===== config.mk =====
export PLATFORM = sky130hd
export DESIGN_NAME = rotated_panel_command_serializer
export DESIGN_NICKNAME = d
export VERILOG_FILES = /design/src/rtl/core/rpcs_pkg.sv /design/src/rtl/core/rpcs_front.sv /design/src/rtl/core/rpcs_queue.sv /design/src/rtl/core/rpcs_back.sv /design/src/rtl/core/rotated_panel_command_serializer.sv
export SDC_FILE = /design/constraint.sdc
export NUM_CORES = 1
export LEC_CHECK = 0
export BUFFER_PORTS_ARGS = -buffer_cell sky130_fd_sc_hd__buf_2
export CORE_UTILIZATION = 60
export CTS_CLUSTER_SIZE = 25
export DETAILED_ROUTE_END_ITERATION = 16
export PLACE_DENSITY = 0.75
export SLEW_MARGIN = 20
export SYNTH_ARGS = -nofsm -noshare
export SYNTH_HDL_FRONTEND = slang
export SYNTH_HIERARCHICAL = 1
export SYNTH_SLANG_ARGS = --single-unit

===== constraint.sdc =====
create_clock -name i_clk -period 15.4 [get_ports i_clk]
set_input_delay 1.54 -clock i_clk [delete_from_list [all_inputs] [get_ports i_clk]]
set_output_delay 1.54 -clock i_clk [all_outputs]
set_load 0.05 [all_outputs]

===== src/rtl/core/rpcs_pkg.sv =====
// Shared types, codes and tables for the rotated panel command serializer.
// No dependencies; imported by every module of the block.
package rpcs_pkg;

    localparam int PANEL_WIDTH_DEF  = 240;
    localparam int PANEL_HEIGHT_DEF = 320;
    localparam int QUEUE_DEPTH_DEF  = 2;

    localparam int JOB_WORDS = 8;
    localparam int IDX_W     = 5;
    localparam int REG_W     = 3;

    localparam logic [1:0] FUNC_PIXEL  = 2'd0;
    localparam logic [1:0] FUNC_WINDOW = 2'd1;
    localparam logic [1:0] FUNC_ROTATE = 2'd2;
    localparam logic [1:0] FUNC_NONE   = 2'd3;

    localparam logic [1:0] ROT_0   = 2'd0;
    localparam logic [1:0] ROT_90  = 2'd1;
    localparam logic [1:0] ROT_180 = 2'd2;
    localparam logic [1:0] ROT_270 = 2'd3;

    localparam logic [15:0] ADDR_ENTRY_MODE = 16'h0003;
    localparam logic [15:0] ADDR_CNT_X      = 16'h0020;
    localparam logic [15:0] ADDR_CNT_Y      = 16'h0021;
    localparam logic [15:0] ADDR_GRAM       = 16'h0022;
    localparam logic [15:0] ADDR_WIN_XS     = 16'h0050;
    localparam logic [15:0] ADDR_WIN_XE     = 16'h0051;
    localparam logic [15:0] ADDR_WIN_YS     = 16'h0052;
    localparam logic [15:0] ADDR_WIN_YE     = 16'h0053;

    localparam logic [15:0] MODE_ROT_0   = 16'h1030;
    localparam logic [15:0] MODE_ROT_90  = 16'h1028;
    localparam logic [15:0] MODE_ROT_180 = 16'h1000;
    localparam logic [15:0] MODE_ROT_270 = 16'h1018;

    typedef enum logic [1:0] {
        KIND_PIXEL,
        KIND_WINDOW,
        KIND_ROTATE
    } t_kind;

    typedef struct packed {
        logic [1:0]  func;
        logic [8:0]  x_first;
        logic [8:0]  y_first;
        logic [8:0]  x_second;
        logic [8:0]  y_second;
        logic [15:0] pixel_color;
    } t_in_item;

    typedef struct packed {
        logic [7:0] bus_byte;
        logic       is_data;
        logic       last;
    } t_out_item;

    typedef struct packed {
        t_kind                       kind;
        logic [JOB_WORDS-1:0][15:0]  words;
    } t_job;

    function automatic logic [15:0] mode_word(input logic [1:0] rot);
        logic [15:0] m;
        unique case (rot)
            ROT_90:  m = MODE_ROT_90;
            ROT_180: m = MODE_ROT_180;
            ROT_270: m = MODE_ROT_270;
            default: m = MODE_ROT_0;
        endcase
        return m;
    endfunction

    function automatic logic [15:0] win_addr(input logic [REG_W-1:0] r);
        logic [15:0] a;
        unique case (r)
            3'd0:    a = ADDR_WIN_XS;
            3'd1:    a = ADDR_WIN_XE;
            3'd2:    a = ADDR_WIN_YS;
            3'd3:    a = ADDR_WIN_YE;
            3'd4:    a = ADDR_CNT_X;
            default: a = ADDR_CNT_Y;
        endcase
        return a;
    endfunction

    function automatic logic [15:0] reg_addr(input t_kind k, input logic [REG_W-1:0] r);
        logic [15:0] a;
        unique case (k)
            KIND_PIXEL: begin
                unique case (r)
                    3'd0:    a = ADDR_CNT_X;
                    3'd1:    a = ADDR_CNT_Y;
                    default: a = ADDR_GRAM;
                endcase
            end
            KIND_ROTATE: begin
                a = (r == '0) ? ADDR_ENTRY_MODE : win_addr(r - 3'd1);
            end
            default: a = win_addr(r);
        endcase
        return a;
    endfunction

    function automatic logic [REG_W-1:0] last_reg(input t_kind k);
        logic [REG_W-1:0] r;
        unique case (k)
            KIND_PIXEL:  r = 3'd2;
            KIND_ROTATE: r = 3'd6;
            default:     r = 3'd5;
        endcase
        return r;
    endfunction

endpackage


===== src/rtl/core/rpcs_front.sv =====
// Front end: holds the rotation register, accepts items and maps them to jobs.
// Depends on rpcs_pkg.
module rpcs_front import rpcs_pkg::*; #(
    parameter int PANEL_WIDTH  = PANEL_WIDTH_DEF,
    parameter int PANEL_HEIGHT = PANEL_HEIGHT_DEF
) (
    input  logic     i_clk,
    input  logic     i_rst_n,
    input  logic     i_cfg_valid,
    input  logic [1:0] i_cfg_data,
    input  logic     i_in_valid,
    input  t_in_item i_in,
    input  logic     i_q_full,
    output logic     o_in_ready,
    output logic     o_push,
    output t_job     o_job
);

    localparam logic [15:0] WM1 = 16'(PANEL_WIDTH - 1);
    localparam logic [15:0] HM1 = 16'(PANEL_HEIGHT - 1);

    logic [1:0]  r_rotation;
    logic [15:0] w_x1, w_y1, w_x2, w_y2;
    logic [15:0] w_xs, w_xe, w_ys, w_ye, w_cx, w_cy;

    always_ff @(posedge i_clk) begin
        if (!i_rst_n) begin
            r_rotation <= ROT_0;
        end else if (i_cfg_valid) begin
            r_rotation <= i_cfg_data;
        end
    end

    assign o_in_ready = !i_q_full;
    assign o_push     = i_in_valid && !i_q_full && (i_in.func != FUNC_NONE);

    always_comb begin
        unique case (i_in.func)
            FUNC_PIXEL: begin
                w_x1 = 16'(i_in.x_first);
                w_y1 = 16'(i_in.y_first);
                w_x2 = 16'(i_in.x_first);
                w_y2 = 16'(i_in.y_first);
            end
            FUNC_WINDOW: begin
                w_x1 = 16'(i_in.x_first);
                w_y1 = 16'(i_in.y_first);
                w_x2 = 16'(i_in.x_second);
                w_y2 = 16'(i_in.y_second);
            end
            FUNC_ROTATE: begin
                w_x1 = '0;
                w_y1 = '0;
                w_x2 = r_rotation[0] ? HM1 : WM1;
                w_y2 = r_rotation[0] ? WM1 : HM1;
            end
            default: begin
                w_x1 = '0;
                w_y1 = '0;
                w_x2 = '0;
                w_y2 = '0;
            end
        endcase
    end

    always_comb begin
        unique case (r_rotation)
            ROT_90: begin
                w_xs = WM1 - w_y2;
                w_xe = WM1 - w_y1;
                w_ys = w_x1;
                w_ye = w_x2;
                w_cx = w_xe;
                w_cy = w_ys;
            end
            ROT_180: begin
                w_xs = WM1 - w_x2;
                w_xe = WM1 - w_x1;
                w_ys = HM1 - w_y2;
                w_ye = HM1 - w_y1;
                w_cx = w_xe;
                w_cy = w_ye;
            end
            ROT_270: begin
                w_xs = w_y1;
                w_xe = w_y2;
                w_ys = HM1 - w_x2;
                w_ye = HM1 - w_x1;
                w_cx = w_xs;
                w_cy = w_ye;
            end
            default: begin
                w_xs = w_x1;
                w_xe = w_x2;
                w_ys = w_y1;
                w_ye = w_y2;
                w_cx = w_xs;
                w_cy = w_ys;
            end
        endcase
    end

    always_comb begin
        o_job.words = '0;
        unique case (i_in.func)
            FUNC_PIXEL: begin
                o_job.kind     = KIND_PIXEL;
                o_job.words[0] = w_cx;
                o_job.words[1] = w_cy;
                o_job.words[2] = i_in.pixel_color;
            end
            FUNC_ROTATE: begin
                o_job.kind     = KIND_ROTATE;
                o_job.words[0] = mode_word(r_rotation);
                o_job.words[1] = w_xs;
                o_job.words[2] = w_xe;
                o_job.words[3] = w_ys;
                o_job.words[4] = w_ye;
                o_job.words[5] = w_cx;
                o_job.words[6] = w_cy;
            end
            default: begin
                o_job.kind     = KIND_WINDOW;
                o_job.words[0] = w_xs;
                o_job.words[1] = w_xe;
                o_job.words[2] = w_ys;
                o_job.words[3] = w_ye;
                o_job.words[4] = w_cx;
                o_job.words[5] = w_cy;
            end
        endcase
    end

endmodule


===== src/rtl/core/rpcs_queue.sv =====
// Job queue between the front end and the byte sequencer.
// Depends on rpcs_pkg for the job type.
module rpcs_queue import rpcs_pkg::*; #(
    parameter int DEPTH = QUEUE_DEPTH_DEF
) (
    input  logic i_clk,
    input  logic i_rst_n,
    input  logic i_push,
    input  t_job i_job,
    input  logic i_pop,
    output logic o_valid,
    output logic o_full,
    output t_job o_job
);

    localparam int PTR_W = (DEPTH > 1) ? $clog2(DEPTH) : 1;
    localparam int CNT_W = $clog2(DEPTH + 1);
    localparam logic [PTR_W-1:0] PTR_LAST = PTR_W'(DEPTH - 1);
    localparam logic [CNT_W-1:0] CNT_FULL = CNT_W'(DEPTH);

    t_job             r_mem [DEPTH];
    logic [PTR_W-1:0] r_wr_ptr, n_wr_ptr;
    logic [PTR_W-1:0] r_rd_ptr, n_rd_ptr;
    logic [CNT_W-1:0] r_count, n_count;

    assign o_valid = (r_count != '0);
    assign o_full  = (r_count == CNT_FULL);
    assign o_job   = r_mem[r_rd_ptr];

    always_comb begin
        n_wr_ptr = r_wr_ptr;
        n_rd_ptr = r_rd_ptr;
        n_count  = r_count;
        if (i_push) begin
            n_wr_ptr = (r_wr_ptr == PTR_LAST) ? '0 : r_wr_ptr + 1'b1;
        end
        if (i_pop) begin
            n_rd_ptr = (r_rd_ptr == PTR_LAST) ? '0 : r_rd_ptr + 1'b1;
        end
        if (i_push && !i_pop) begin
            n_count = r_count + 1'b1;
        end else if (i_pop && !i_push) begin
            n_count = r_count - 1'b1;
        end
    end

    always_ff @(posedge i_clk) begin
        if (!i_rst_n) begin
            r_wr_ptr <= '0;
            r_rd_ptr <= '0;
            r_count  <= '0;
        end else begin
            r_wr_ptr <= n_wr_ptr;
            r_rd_ptr <= n_rd_ptr;
            r_count  <= n_count;
        end
    end

    always_ff @(posedge i_clk) begin
        if (i_push) begin
            r_mem[r_wr_ptr] <= i_job;
        end
    end

endmodule


===== src/rtl/core/rpcs_back.sv =====
// Back end: walks the head job byte by byte into the output register.
// Depends on rpcs_pkg for job, output types and address tables.
module rpcs_back import rpcs_pkg::*; (
    input  logic      i_clk,
    input  logic      i_rst_n,
    input  logic      i_q_valid,
    input  t_job      i_q_job,
    output logic      o_q_pop,
    input  logic      i_out_ready,
    output logic      o_out_valid,
    output t_out_item o_out
);

    logic [IDX_W-1:0] r_idx, n_idx;
    logic             r_out_valid, n_out_valid;
    t_out_item        r_out, n_out;
    logic [REG_W-1:0] w_reg;
    logic [1:0]       w_sub;
    logic [15:0]      w_addr, w_data;
    logic             w_last, w_advance;

    assign w_reg     = r_idx[IDX_W-1:2];
    assign w_sub     = r_idx[1:0];
    assign w_addr    = reg_addr(i_q_job.kind, w_reg);
    assign w_data    = i_q_job.words[w_reg];
    assign w_last    = (w_reg == last_reg(i_q_job.kind)) && (w_sub == 2'd3);
    assign w_advance = i_q_valid && (!r_out_valid || i_out_ready);
    assign o_q_pop   = w_advance && w_last;

    always_comb begin
        n_idx       = r_idx;
        n_out_valid = r_out_valid;
        n_out       = r_out;
        if (w_advance) begin
            n_idx       = w_last ? '0 : r_idx + 1'b1;
            n_out_valid = 1'b1;
            unique case (w_sub)
                2'd0:    n_out.bus_byte = w_addr[15:8];
                2'd1:    n_out.bus_byte = w_addr[7:0];
                2'd2:    n_out.bus_byte = w_data[15:8];
                default: n_out.bus_byte = w_data[7:0];
            endcase
            n_out.is_data = w_sub[1];
            n_out.last    = w_last;
        end else if (i_out_ready) begin
            n_out_valid = 1'b0;
        end
    end

    always_ff @(posedge i_clk) begin
        if (!i_rst_n) begin
            r_idx       <= '0;
            r_out_valid <= 1'b0;
        end else begin
            r_idx       <= n_idx;
            r_out_valid <= n_out_valid;
        end
    end

    always_ff @(posedge i_clk) begin
        r_out <= n_out;
    end

    assign o_out_valid = r_out_valid;
    assign o_out       = r_out;

endmodule


===== src/rtl/core/rotated_panel_command_serializer.sv =====
// Panel command serializer: front end, job queue, byte sequencer.
// The first byte passes the job queue and the output register; then one byte
// per cycle while jobs wait and i_out_ready holds. Items go out as 12 (pixel),
// 24 (window) or 28 (rotation) bytes; an unused selector is taken and dropped.
// Reset: rotation 0, queue empty, no byte pending. Depends on rpcs_pkg.
module rotated_panel_command_serializer import rpcs_pkg::*; #(
    parameter int PANEL_WIDTH  = PANEL_WIDTH_DEF,
    parameter int PANEL_HEIGHT = PANEL_HEIGHT_DEF,
    parameter int QUEUE_DEPTH  = QUEUE_DEPTH_DEF
) (
    input  logic       i_clk,
    input  logic       i_rst_n,
    input  logic       i_cfg_valid,
    output logic       o_cfg_ready,
    input  logic [1:0] i_cfg_data,
    input  logic       i_in_valid,
    output logic       o_in_ready,
    input  t_in_item   i_in,
    output logic       o_out_valid,
    input  logic       i_out_ready,
    output t_out_item  o_out
);

    logic w_q_push, w_q_pop, w_q_valid, w_q_full;
    t_job w_front_job, w_head_job;

    assign o_cfg_ready = 1'b1;

    rpcs_front #(
        .PANEL_WIDTH  (PANEL_WIDTH),
        .PANEL_HEIGHT (PANEL_HEIGHT)
    ) u_front (
        .i_clk       (i_clk),
        .i_rst_n     (i_rst_n),
        .i_cfg_valid (i_cfg_valid),
        .i_cfg_data  (i_cfg_data),
        .i_in_valid  (i_in_valid),
        .i_in        (i_in),
        .i_q_full    (w_q_full),
        .o_in_ready  (o_in_ready),
        .o_push      (w_q_push),
        .o_job       (w_front_job)
    );

    rpcs_queue #(
        .DEPTH (QUEUE_DEPTH)
    ) u_queue (
        .i_clk   (i_clk),
        .i_rst_n (i_rst_n),
        .i_push  (w_q_push),
        .i_job   (w_front_job),
        .i_pop   (w_q_pop),
        .o_valid (w_q_valid),
        .o_full  (w_q_full),
        .o_job   (w_head_job)
    );

    rpcs_back u_back (
        .i_clk       (i_clk),
        .i_rst_n     (i_rst_n),
        .i_q_valid   (w_q_valid),
        .i_q_job     (w_head_job),
        .o_q_pop     (w_q_pop),
        .i_out_ready (i_out_ready),
        .o_out_valid (o_out_valid),
        .o_out       (o_out)
    );

    a_pop_emits_last: assert property (@(posedge i_clk) disable iff (!i_rst_n)
        w_q_pop |=> o_out_valid && o_out.last)
        else $error("job retired without a final byte");

    a_push_fills: assert property (@(posedge i_clk) disable iff (!i_rst_n)
        w_q_push |=> w_q_valid)
        else $error("queue empty after a push");

    a_last_is_data: assert property (@(posedge i_clk) disable iff (!i_rst_n)
        o_out_valid && o_out.last |-> o_out.is_data)
        else $error("final byte tagged as command");

endmodule

# After elaboration in Yosys (flattened, before gate mapping)
# Memory sizes are Yosys's and may differ from the RTL's. A register that Yosys moved wholly into a read port is not among the register bits.
# Index checks and enable logic that the tools add are counted.
dict set report totals {
  elab_cells 103
  inputBits 61
  mem_count 1
  ram_bits 228
  reg_bits 22
  output_inout_bits 13
}
# name words word_bits read_ports rd_ports_with_merged_regs write_ports line_no
set mem_list {}
lappend mem_list {u_queue.r_mem 2 114 1 1 1 rpcs_queue.sv:21} ;# t_job r_mem [DEPTH];
dict set report op_classes {
  magnitude_cmp 1
  n_mux 37
  n_eq_ne 20
  reduce_logical 21
  n_addsub 14
}
# cell n
set op_table {}
lappend op_table {{one-hot mux 16 bit (3 select lines)} 8}
lappend op_table {{one-hot mux 48 bit (2 select lines)} 2}
lappend op_table {{one-hot mux 7 bit (5 select lines)} 2}
lappend op_table {{binary-select mux 16 bit (select 3 bit)} 1}
lappend op_table {{2-to-1 mux 9 bit} 4}
lappend op_table {{2-to-1 mux 16 bit} 2}
lappend op_table {{one-hot mux 16 bit (2 select lines)} 1}
lappend op_table {{subtractor 8 x 16 -> 16 bit (first input constant)} 2}
lappend op_table {{subtractor 9 x 16 -> 16 bit (first input constant)} 2}
lappend op_table {{one-hot mux 8 bit (3 select lines)} 1}
lappend op_table {{subtractor 8 x 9 -> 10 bit (first input constant)} 2}
lappend op_table {{subtractor 9 x 9 -> 10 bit (first input constant)} 2}
lappend op_table {{one-hot mux 6 bit (3 select lines)} 1}
lappend op_table {{equality test 2 bit (second input constant)} 7}
lappend op_table {{equality test 3 x 2 -> 1 bit (second input constant)} 4}
lappend op_table {{2-to-1 mux 1 bit} 8}
lappend op_table {{one-hot mux 2 bit (2 select lines)} 2}
lappend op_table {{logical AND 1 bit} 7}
lappend op_table {{2-to-1 mux 7 bit} 1}
lappend op_table {{equality test 2 x 1 -> 1 bit (second input constant)} 3}
lappend op_table {{equality test 3 x 1 -> 1 bit (second input constant)} 2}
lappend op_table {{equality test 3 bit (second input constant)} 2}
lappend op_table {{logical NOT 2 bit} 3}
lappend op_table {{logical NOT 3 bit} 2}
lappend op_table {{other kinds (15)} 22}

# Longest topological paths before layout
# Gate-level depths: netlist of the first run.
dict set report logic_depth {
  depth_word 8
  mapped_depth 15
  depth_no_buf 12
}

# Cells and area by module
# Netlist of the first run, hierarchy kept.
# mod cells_each seq_area_each_um2 area_per_inst_um2 instances
set by_module_without_submodules {}
lappend by_module_without_submodules {rpcs_queue 426 7907.6 9628.0 1}
lappend by_module_without_submodules {rpcs_front 575 40.0 3588.4 1}
lappend by_module_without_submodules {rpcs_back 163 420.4 1923.1 1}
lappend by_module_without_submodules {rotated_panel_command_serializer 2 0.0 11.3 1}

# Worst setup path after synthesis of the first run
# OpenSTA, ideal clock, no wires.
dict set report synth_path {
  path_kind {input to register}
  from {in i_in[52] in the netlist's numbering}
  to {mem u_queue/r_mem[0][0] in the netlist's numbering (enable)}
  path_stages 6
  setup_slack_ps 6450
  path_buffers 3
  arrival_time_ps 8314
  setup_ps 637
  t_required_ps 14763
  cell_sequence {buf_2 buf_2 clkinv_1 clkbuf_1 o211a_1 nor2b_1}
}
dict set report synth_between {
  elab_chain_len 4
}
# element line_no
set synth_lines {}
lappend synth_lines {{from (decl)} rotated_panel_command_serializer.sv:18} ;# input t_in_item i_in,
lappend synth_lines {{!= test 2 bit} rpcs_front.sv:35} ;# assign o_push = i_in_valid && !i_q_full && (i_in.func != FUNC_NONE);
lappend synth_lines {{logical AND 1 bit} rpcs_front.sv:35}
lappend synth_lines {{net w_q_push} rotated_panel_command_serializer.sv:24} ;# logic w_q_push, w_q_pop, w_q_valid, w_q_full;
lappend synth_lines {{2-to-1 mux 1 bit} rpcs_queue.sv:60} ;# if (i_push) begin
lappend synth_lines {{2-to-1 mux 1 bit (implied by the code)} rpcs_queue.sv:61} ;# r_mem[r_wr_ptr] <= i_job;
lappend synth_lines {{to (decl)} rpcs_queue.sv:21}
# The timed path passes the listed nets, and every way through them passes these cells.

# Worst setup path in the final report of the first run
dict set report layout_path {
  from {in i_in[53] in the netlist's numbering}
  to {mem u_queue/r_mem[0][53] in the netlist's numbering (enable)}
}
# Same word-level chain as after synthesis.

==> results of run 1 <==
logic make-up after synthesis:
group           synth area share (%)
buf+inv                         5.86
xor+xnor                       0.694
compound gates                  12.3
other cells                   0.0496
simple gates                    7.66
flops                           55.2
fa+ha+maj                       2.06
mux                             16.2
stage by stage:
stage	worst slack (ns)	hold WS, ns	instance area, um^2	std cells
floorplan	6.45	0.468	15200	1186
CTS	10.78	0.536	16300	1533
global route	10.59	0.542	16300	1533
global placement	10.28	0.495	15400	1481
detailed placement	10.22	0.527	15400	1481
finish	10.76	0.533	16300	1533
worst max path at each step:
| stage | end | cells past startpoint |
|---|---|---|
| 3_5_place_dp | u_queue/r_mem[0][83] | 7 |
| 4_1_cts | u_queue/r_mem[0][52] | 7 |
| 2_1_floorplan | u_queue/r_mem[0][0] | 6 |
| 6_report | u_queue/r_mem[0][53] | 7 |
| 5_1_grt | u_queue/r_mem[0][99] | 7 |
| 3_3_place_gp | u_queue/r_mem[0][21] | 7 |
cells in the final DEF, fill, tap and decap left out, drive strengths merged, types with 25 or more instances in the layout:
cell / instances
a21oi: 44
a22oi: 41
buf: 92
clkbuf: 39
edfxtp: 270
ha: 25
inv: 32
mux2: 142
mux4: 27
nand2: 87
nor2: 47
o21ai: 46
report_power, final:
group / total, W / internal, W / switching, W
clock network: 0.000643 / 0.000368 / 0.000275
registers: 0.000925 / 0.000911 / 0.0000139
logic: 0.000270 / 0.0000958 / 0.000175
registers in the layout, summed over array words and instances (netlist names), named ones only:
register            count
u_back/o_out           10
u_back/o_out_valid      1
u_back/r_idx            5
u_front/r_rotation      2
u_queue/r_count         2
u_queue/r_mem         260
u_queue/r_rd_ptr        1
u_queue/r_wr_ptr        1
final cells by class:
class	count	area share [%]
clock buffer	39	4.75
clock inverter	13	0.607
inverter	34	0.784
multi-input combinational	748	36.8
sequential	283	51.5
tap	324	2.49
timing repair buffer	92	3.14
critical path, stage by stage:
cell	delay [ns]
buf_2	0.09
buf_4	0.32
inv_2	0.49
o211a_1	0.29
nor2b_4	0.47
buf_4	0.73
buf_4	0.76
cell usage after synthesis, types with 4 or more instances:
cell type / instances / area (um^2)
ha_1: 25 / 313
a32o_1: 8 / 80.1
a21boi_0: 6 / 45.0
o21ai_0: 42 / 210
buf_1: 6 / 22.5
nor2b_1: 11 / 68.8
and3_1: 14 / 87.6
o21a_1: 5 / 37.5
xor2_1: 5 / 43.8
a31oi_1: 6 / 37.5
nand2_1: 86 / 323
mux4_1: 4 / 105
inv_1: 30 / 113
a21o_1: 20 / 150
mux4_2: 23 / 518
xnor2_1: 7 / 61.3
o211ai_1: 8 / 60.1
nand3_1: 13 / 65.1
and2_1: 17 / 106
a22o_1: 8 / 70.1
nor3_1: 6 / 30.0
a21oi_1: 43 / 215
buf_6: 15 / 169
o22ai_1: 9 / 56.3
nand2b_1: 16 / 100
nor2_1: 46 / 173
a221o_1: 4 / 40.0
o2bb2ai_1: 4 / 35.0
buf_4: 44 / 330
edfxtp_1: 270 / 8110
mux2i_1: 23 / 230
a221oi_1: 11 / 96.3
mux2_2: 142 / 1600
dfxtp_1: 13 / 260
clkbuf_1: 34 / 128
nor3b_1: 5 / 37.5
buf_2: 20 / 100
nand3b_1: 5 / 37.5
or2_2: 5 / 31.3
a22oi_1: 41 / 308
routing by layer:
layer	vias to the layer above	track usage (%)	wire (um)
li1	4451	-	-
met1	4778	39.0	14800
met2	482	39.7	15100
met3	60	4.62	2950
met4	0	7.63	760
met5	-	0	0
==> summary.md, run 1 <==
| Metric | Value |
|---|---|
| Clock transition at path regs | `0.06 ns` |
| Starting Density | `61.8%` |
| Hold_buf cts | `0` |
| Die width | `161 um` |
| Detailed Place HPWL | `22.0 mm` |
| Slack of the worst reg-to-reg path | `11.70 ns` |
| Core ar. | `24500 um^2` |
| Via density | `6.37` |
| Setup TNS | `0 ns` |
| Worst Skew | `0.0199 ns` |
| Reg2Reg Depth | `6` |
| Hold Path Origin | `u_queue/r_count[1]` |
| Flops & latches, synth | `283` |
| Max-slew violation count | `0` |
| RSZ-0062 raised after global routing | `no` |
| Synth warn | `6` |
| Share of layout cells above drive strength 1 | `27.0%` |
| Number of cells on the worst hold path | `2` |
| Io pins | `74` |
| Worst Hold Class | `reg2reg` |
| Worst Path Required | `15.55 ns` |
| Max-cap violation count | `0` |
| Mapped Area | `15200 um^2` |
| Hold Path End | `u_queue/r_count[1]` |
| Worst setup path class | `in2reg` |
| Util after Layout | `66.3%` |
| CTS tree | `done` |
| Max IR drop VDD | `0.0827 mV` |
| CTS root buf | `clkbuf_16` |
| Tightest Pin Transition | `0.988 ns` |
| Syn Area/Cell | `13.0 um^2` |
| Setup violators final | `0` |
| Port Buf Inserts | `72` |
| Routability cong. | `0.921` |
| Num CTS Buffers | `29` |
| Remaining DRCs | `0` |
| Fmax | `0.215 GHz` |
| Latest clock arrival within the worst-skew pair | `around 0.54 ns` |
| Endpoint arrival time on the critical path | `4.79 ns` |
| Die height | `161 um` |
| Post-synth ARST share | `0%` |
| Final Cycle Share | `around 30%` |
| CP max FO | `59` |
| Crit path from | `i_in[53]` |
| Number of global-route vias before repair | `9420` |
| Drt pass-1 iters | `8` |
| Max_slew headroom | `around 34%` |
| Cells after synthesis | `1166` |
| CP Launch Type | `primary input` |
| FILL cells | `~1800` |
| CTS sink count | `283` |
| Detailed Route Iter0 Violations | `969` |
| Antenna diode count | `0` |
| Synth unique cells | `85` |
| GRT Total Usage | `26.2%` |
| Final hold vios | `0` |
| Row cnt | `57` |
| Routed WL per cell | `between 20 and 25 um` |
| Cell Pwr Density | `113 nW/um^2` |
| Fin nets | `1274` |
| Seq/Total Area, Yosys | `a little under three fifths` |
| Max Buffers Root-to-Sink | `3` |
| Synth Flop Type | `edfxtp_1` |
| WL final | `33.6 mm` |
| Initial antenna violation count | `0` |
| Total power | `~0.0018 W` |
| First-pass GRT wire length | `52.3 mm` |
| Status | `finished clean` |
| Leakage power | `roughly 5.9 nW` |
| Crit path time final | `4.64 ns` |
| Worst reg2reg path endpoint | `u_back/o_out[6]` |
| Area growth from synthesis to layout | `7.41%` |
| CTS H-tree lvls | `1` |
| Post-route ant nets | `0` |
| CP endpoint kind | `flip-flop` |
| Multi-input gate area | `5980 um^2` |
| Routed vias | `9771` |
| Register Area | `8370 um^2` |
| Largest net degree at the start of global routing | `between 70 and 80` |
| Setup Buffers After CTS | `0` |
| Post-synth EDFFs | `270` |
| DIE AREA | `25900 um^2` |
| GR Overflow Total | `0` |
| Cts repair resizes | `0` |
Note: power is estimated with default switching activity, not from simulation.
==> run 2, diff against run 1 <==
==> constraint.sdc (replaced) <==
create_clock -name i_clk -period 4.4 [get_ports i_clk]
set_input_delay 0.44 -clock i_clk [delete_from_list [all_inputs] [get_ports i_clk]]
set_output_delay 0.44 -clock i_clk [all_outputs]
set_load 0.05 [all_outputs]
==> run 2 against run 1 <==
Die area unchanged. Sequential power rose to 3.5 times the previous value. Utilization up 0.70 points. Sequential share of layout area down 0.54 points. Clock power rose to 3.7 times the previous value. Wire length up 1.9%. Critical path depth up 6. Worst setup slack worse by 9.7 ns. Design area up 1.1%.
==> summary.md, run 2 (synthesis gave the netlist of run 1 again) <==
| Metric | Value |
|---|---|
| Worst Skew | `0.0210 ns (+0.00114 ns)` |
| Buf+Inv Stages, Crit Path | `4 (-1)` |
| Crit path time final | `approximately 3.4 ns` |
| Cell Pwr Density | `399 nW/um^2 (+250%)` |
| Starting Density | `61.8% (unchanged)` |
| Clock transition at path regs | `0.06 ns (about the same)` |
| Highest routed layer | `met4` |
| Die width | `161 um (unchanged)` |
| Initial antenna violation count | `1 (+1)` |
| Port Buf Inserts | `72 (unchanged)` |
| Worst-path cell chain | `inv_1, ha_1, buf_4, inv_1, o22ai_1, inv_1, ha_1, o21ai_0, ha_1, nand2_1, a22oi_1, a211oi_1, a21oi_1` |
| Worst Path Required | `4.65 ns (-10.90 ns)` |
| CP max stage cell | `dfxtp_1` |
| Core ar. | `24500 um^2 (unchanged)` |
| WL final | `34.3 mm (+1.9%)` |
| CP max FO | `27 (-54%)` |
| Internal power | `0.00490 W (+260%)` |
| Max-cap violation count | `0 (unchanged)` |
| Met2 wire len | `15.6 mm (+2.9%)` |
| Routability cong. | `0.956 (+3.7%)` |
| Largest net degree at the start of global routing | `114 (+54%)` |
| Detailed Place HPWL | `22.9 mm (+4.5%)` |
| Post-route ant nets | `0 (unchanged)` |
| Worst setup path class | `reg2reg` |
| Setup Buffers After CTS | `0 (unchanged)` |
| Minimum hold slack | `0.162 ns (-0.371 ns)` |
| GRT Total Usage | `26.7% (+0.47 points)` |
| DIE AREA | `25900 um^2 (unchanged)` |
| Util after Layout | `67.0% (+0.70 points)` |
| Tightest Pin Transition | `0.838 ns (-0.150 ns)` |
| Die height | `161 um (unchanged)` |
| Max reg flops | `260 (unchanged)` |
| Crit path largest cell delay | `0.52 ns (-0.24 ns)` |
| M1 WL | `15.0 mm (+1.5%)` |
| Endpoint arrival time on the critical path | `3.61 ns (-1.18 ns)` |
| CTS tree | `done` |
| Max IR drop VDD | `0.334 mV (+300%)` |
| Num CTS Buffers | `29 (unchanged)` |
| First-pass GRT wire length | `53.5 mm (+2.4%)` |
| Commonest non-fill, non-tap cell in the layout | `edfxtp_1` |
| CP endpoint kind | `flip-flop` |
| Max_slew headroom | `44.0% (+9.9 points)` |
| CP Launch Type | `flip-flop` |
| GR Overflow Total | `0 (unchanged)` |
| Setup TNS | `0 ns (unchanged)` |
| Final Cycle Share | `roughly three quarters` |
| Leakage power | `6.04 nW (+1.5%)` |
| CTS sink count | `283 (unchanged)` |
| RSZ-0062 raised after global routing | `no` |
| Register Area | `8370 um^2 (unchanged)` |
| Logic gate share of total power | `14.6% (about the same)` |
| Routed WL per cell | `22.2 um (+0.99%)` |
| Hold_buf cts | `0 (unchanged)` |
| Net Sw Frac | `25.3% (+0.12 points)` |
| CTS H-tree lvls | `1 (unchanged)` |
| Max Buffers Root-to-Sink | `3 (unchanged)` |
| Final hold vios | `0 (unchanged)` |
| Setup violators final | `0 (unchanged)` |
| CP top delay family | `buffers and inverters` |
| Cts repair resizes | `0 (unchanged)` |
| Share of layout cells above drive strength 1 | `27.8% (+0.86 points)` |
| Remaining DRCs | `0 (unchanged)` |
| Reg power frac | `49.4% (-0.9 points)` |
| Multi-input gate area | `5980 um^2 (unchanged)` |
| Number of global-route vias before repair | `9576 (+1.7%)` |
| Routed vias | `9758 (-0.13%)` |
| FILL cells | `1809 (+1.1%)` |
| Switching power | `0.00166 W (+260%)` |
| Latest clock arrival within the worst-skew pair | `0.54 ns (about the same)` |
| Met3 wire len | `3.10 mm (+4.8%)` |
| Via density | `6.31 (-1.0%)` |
| Io pins | `74 (unchanged)` |
| Row cnt | `57 (unchanged)` |
| Drt pass-1 iters | `8 (unchanged)` |
| CTS root buf | `clkbuf_16` |
| Commonest cells after routing, fill and taps aside | `270 x edfxtp_1, 142 x mux2_2, 86 x nand2_1, 72 x buf_2, 46 x nor2_1` |
| Clock power frac | `36.0% (+1.0 points)` |
| Area growth from synthesis to layout | `8.54%` |
| Worst Hold Class | `in2reg` |
| Fmax | `around 0.30 GHz` |
| Max-slew violation count | `0 (unchanged)` |
| Top reg by flops | `u_queue/r_mem` |
| Status | `finished clean` |
| Detailed Route Iter0 Violations | `1209 (+25%)` |
| Fin nets | `1285 (+0.86%)` |
run 2: cell count changes in the layout (fill, tap and decap cells not counted), moves of 2 or more:
cell / change
buf_4: +8
clkinv_1: +3
buf_12: +3
clkbuf_1: -4
inv_6: +2
run 2: area by class of cell:
cell class                 count  area share (%)
clock inverter                18           0.905
timing repair buffer         103            3.83
sequential                   283            50.9
multi-input combinational    748            36.4
antenna                        1          0.0152
tap                          324            2.47
inverter                      34           0.776
clock buffer                  36            4.69
run 2: power by group through the flow:
stage	Combinational (W)	Clock [W]	Sequential, W
6_report	0.000958	0.00236	0.00324
2_1_floorplan	0.000615	0	0.00335
3_3_place_gp	0.000928	0	0.00328
5_1_grt	0.00103	0.00250	0.00325
3_5_place_dp	0.000936	0	0.00330
4_1_cts	0.000943	0.00239	0.00324
run 2: path summary, 6_finish.rpt:
path                          from  slack [ns]  cells after the start                    end
min reg2reg     u_queue/r_count[1]        0.51                      2     u_queue/r_count[1]
max reg2reg  u_front/r_rotation[0]        1.04                     13   u_queue/r_mem[1][24]
max          u_front/r_rotation[0]        1.04                     13   u_queue/r_mem[1][24]
min                  i_cfg_data[1]        0.16                      3  u_front/r_rotation[1]
run 2: routing by layer:
layer / vias to the layer above / GRT usage [%]
li1: 4471 / -
met1: 4748 / 39.5
met2: 482 / 40.6
met3: 57 / 5.27
met4: 0 / 6.73
met5: - / 0
run 2: metrics by stage:
step	cell area [um^2]	worst slack [ns]	total power [W]	instances
3_5_place_dp	15500	1.06	0.00423	1492
5_1_grt	16400	0.873	0.00679	1546
3_3_place_gp	15500	1.13	0.00421	1492
4_1_cts	16400	1.09	0.00658	1546
6_report	16400	1.04	0.00656	1547
2_1_floorplan	15200	0.528	0.00397	1186
run 2: worst reg2reg max path: stages, from the launching register on:
cell and delay, ns:
dfxtp_1 0.52, inv_1 0.12, ha_1 0.23, buf_4 0.23
inv_1 0.43, o22ai_1 0.25, inv_1 0.09, ha_1 0.29
o21ai_0 0.14, ha_1 0.29, nand2_1 0.07, a22oi_1 0.09
a211oi_1 0.26, a21oi_1 0.08
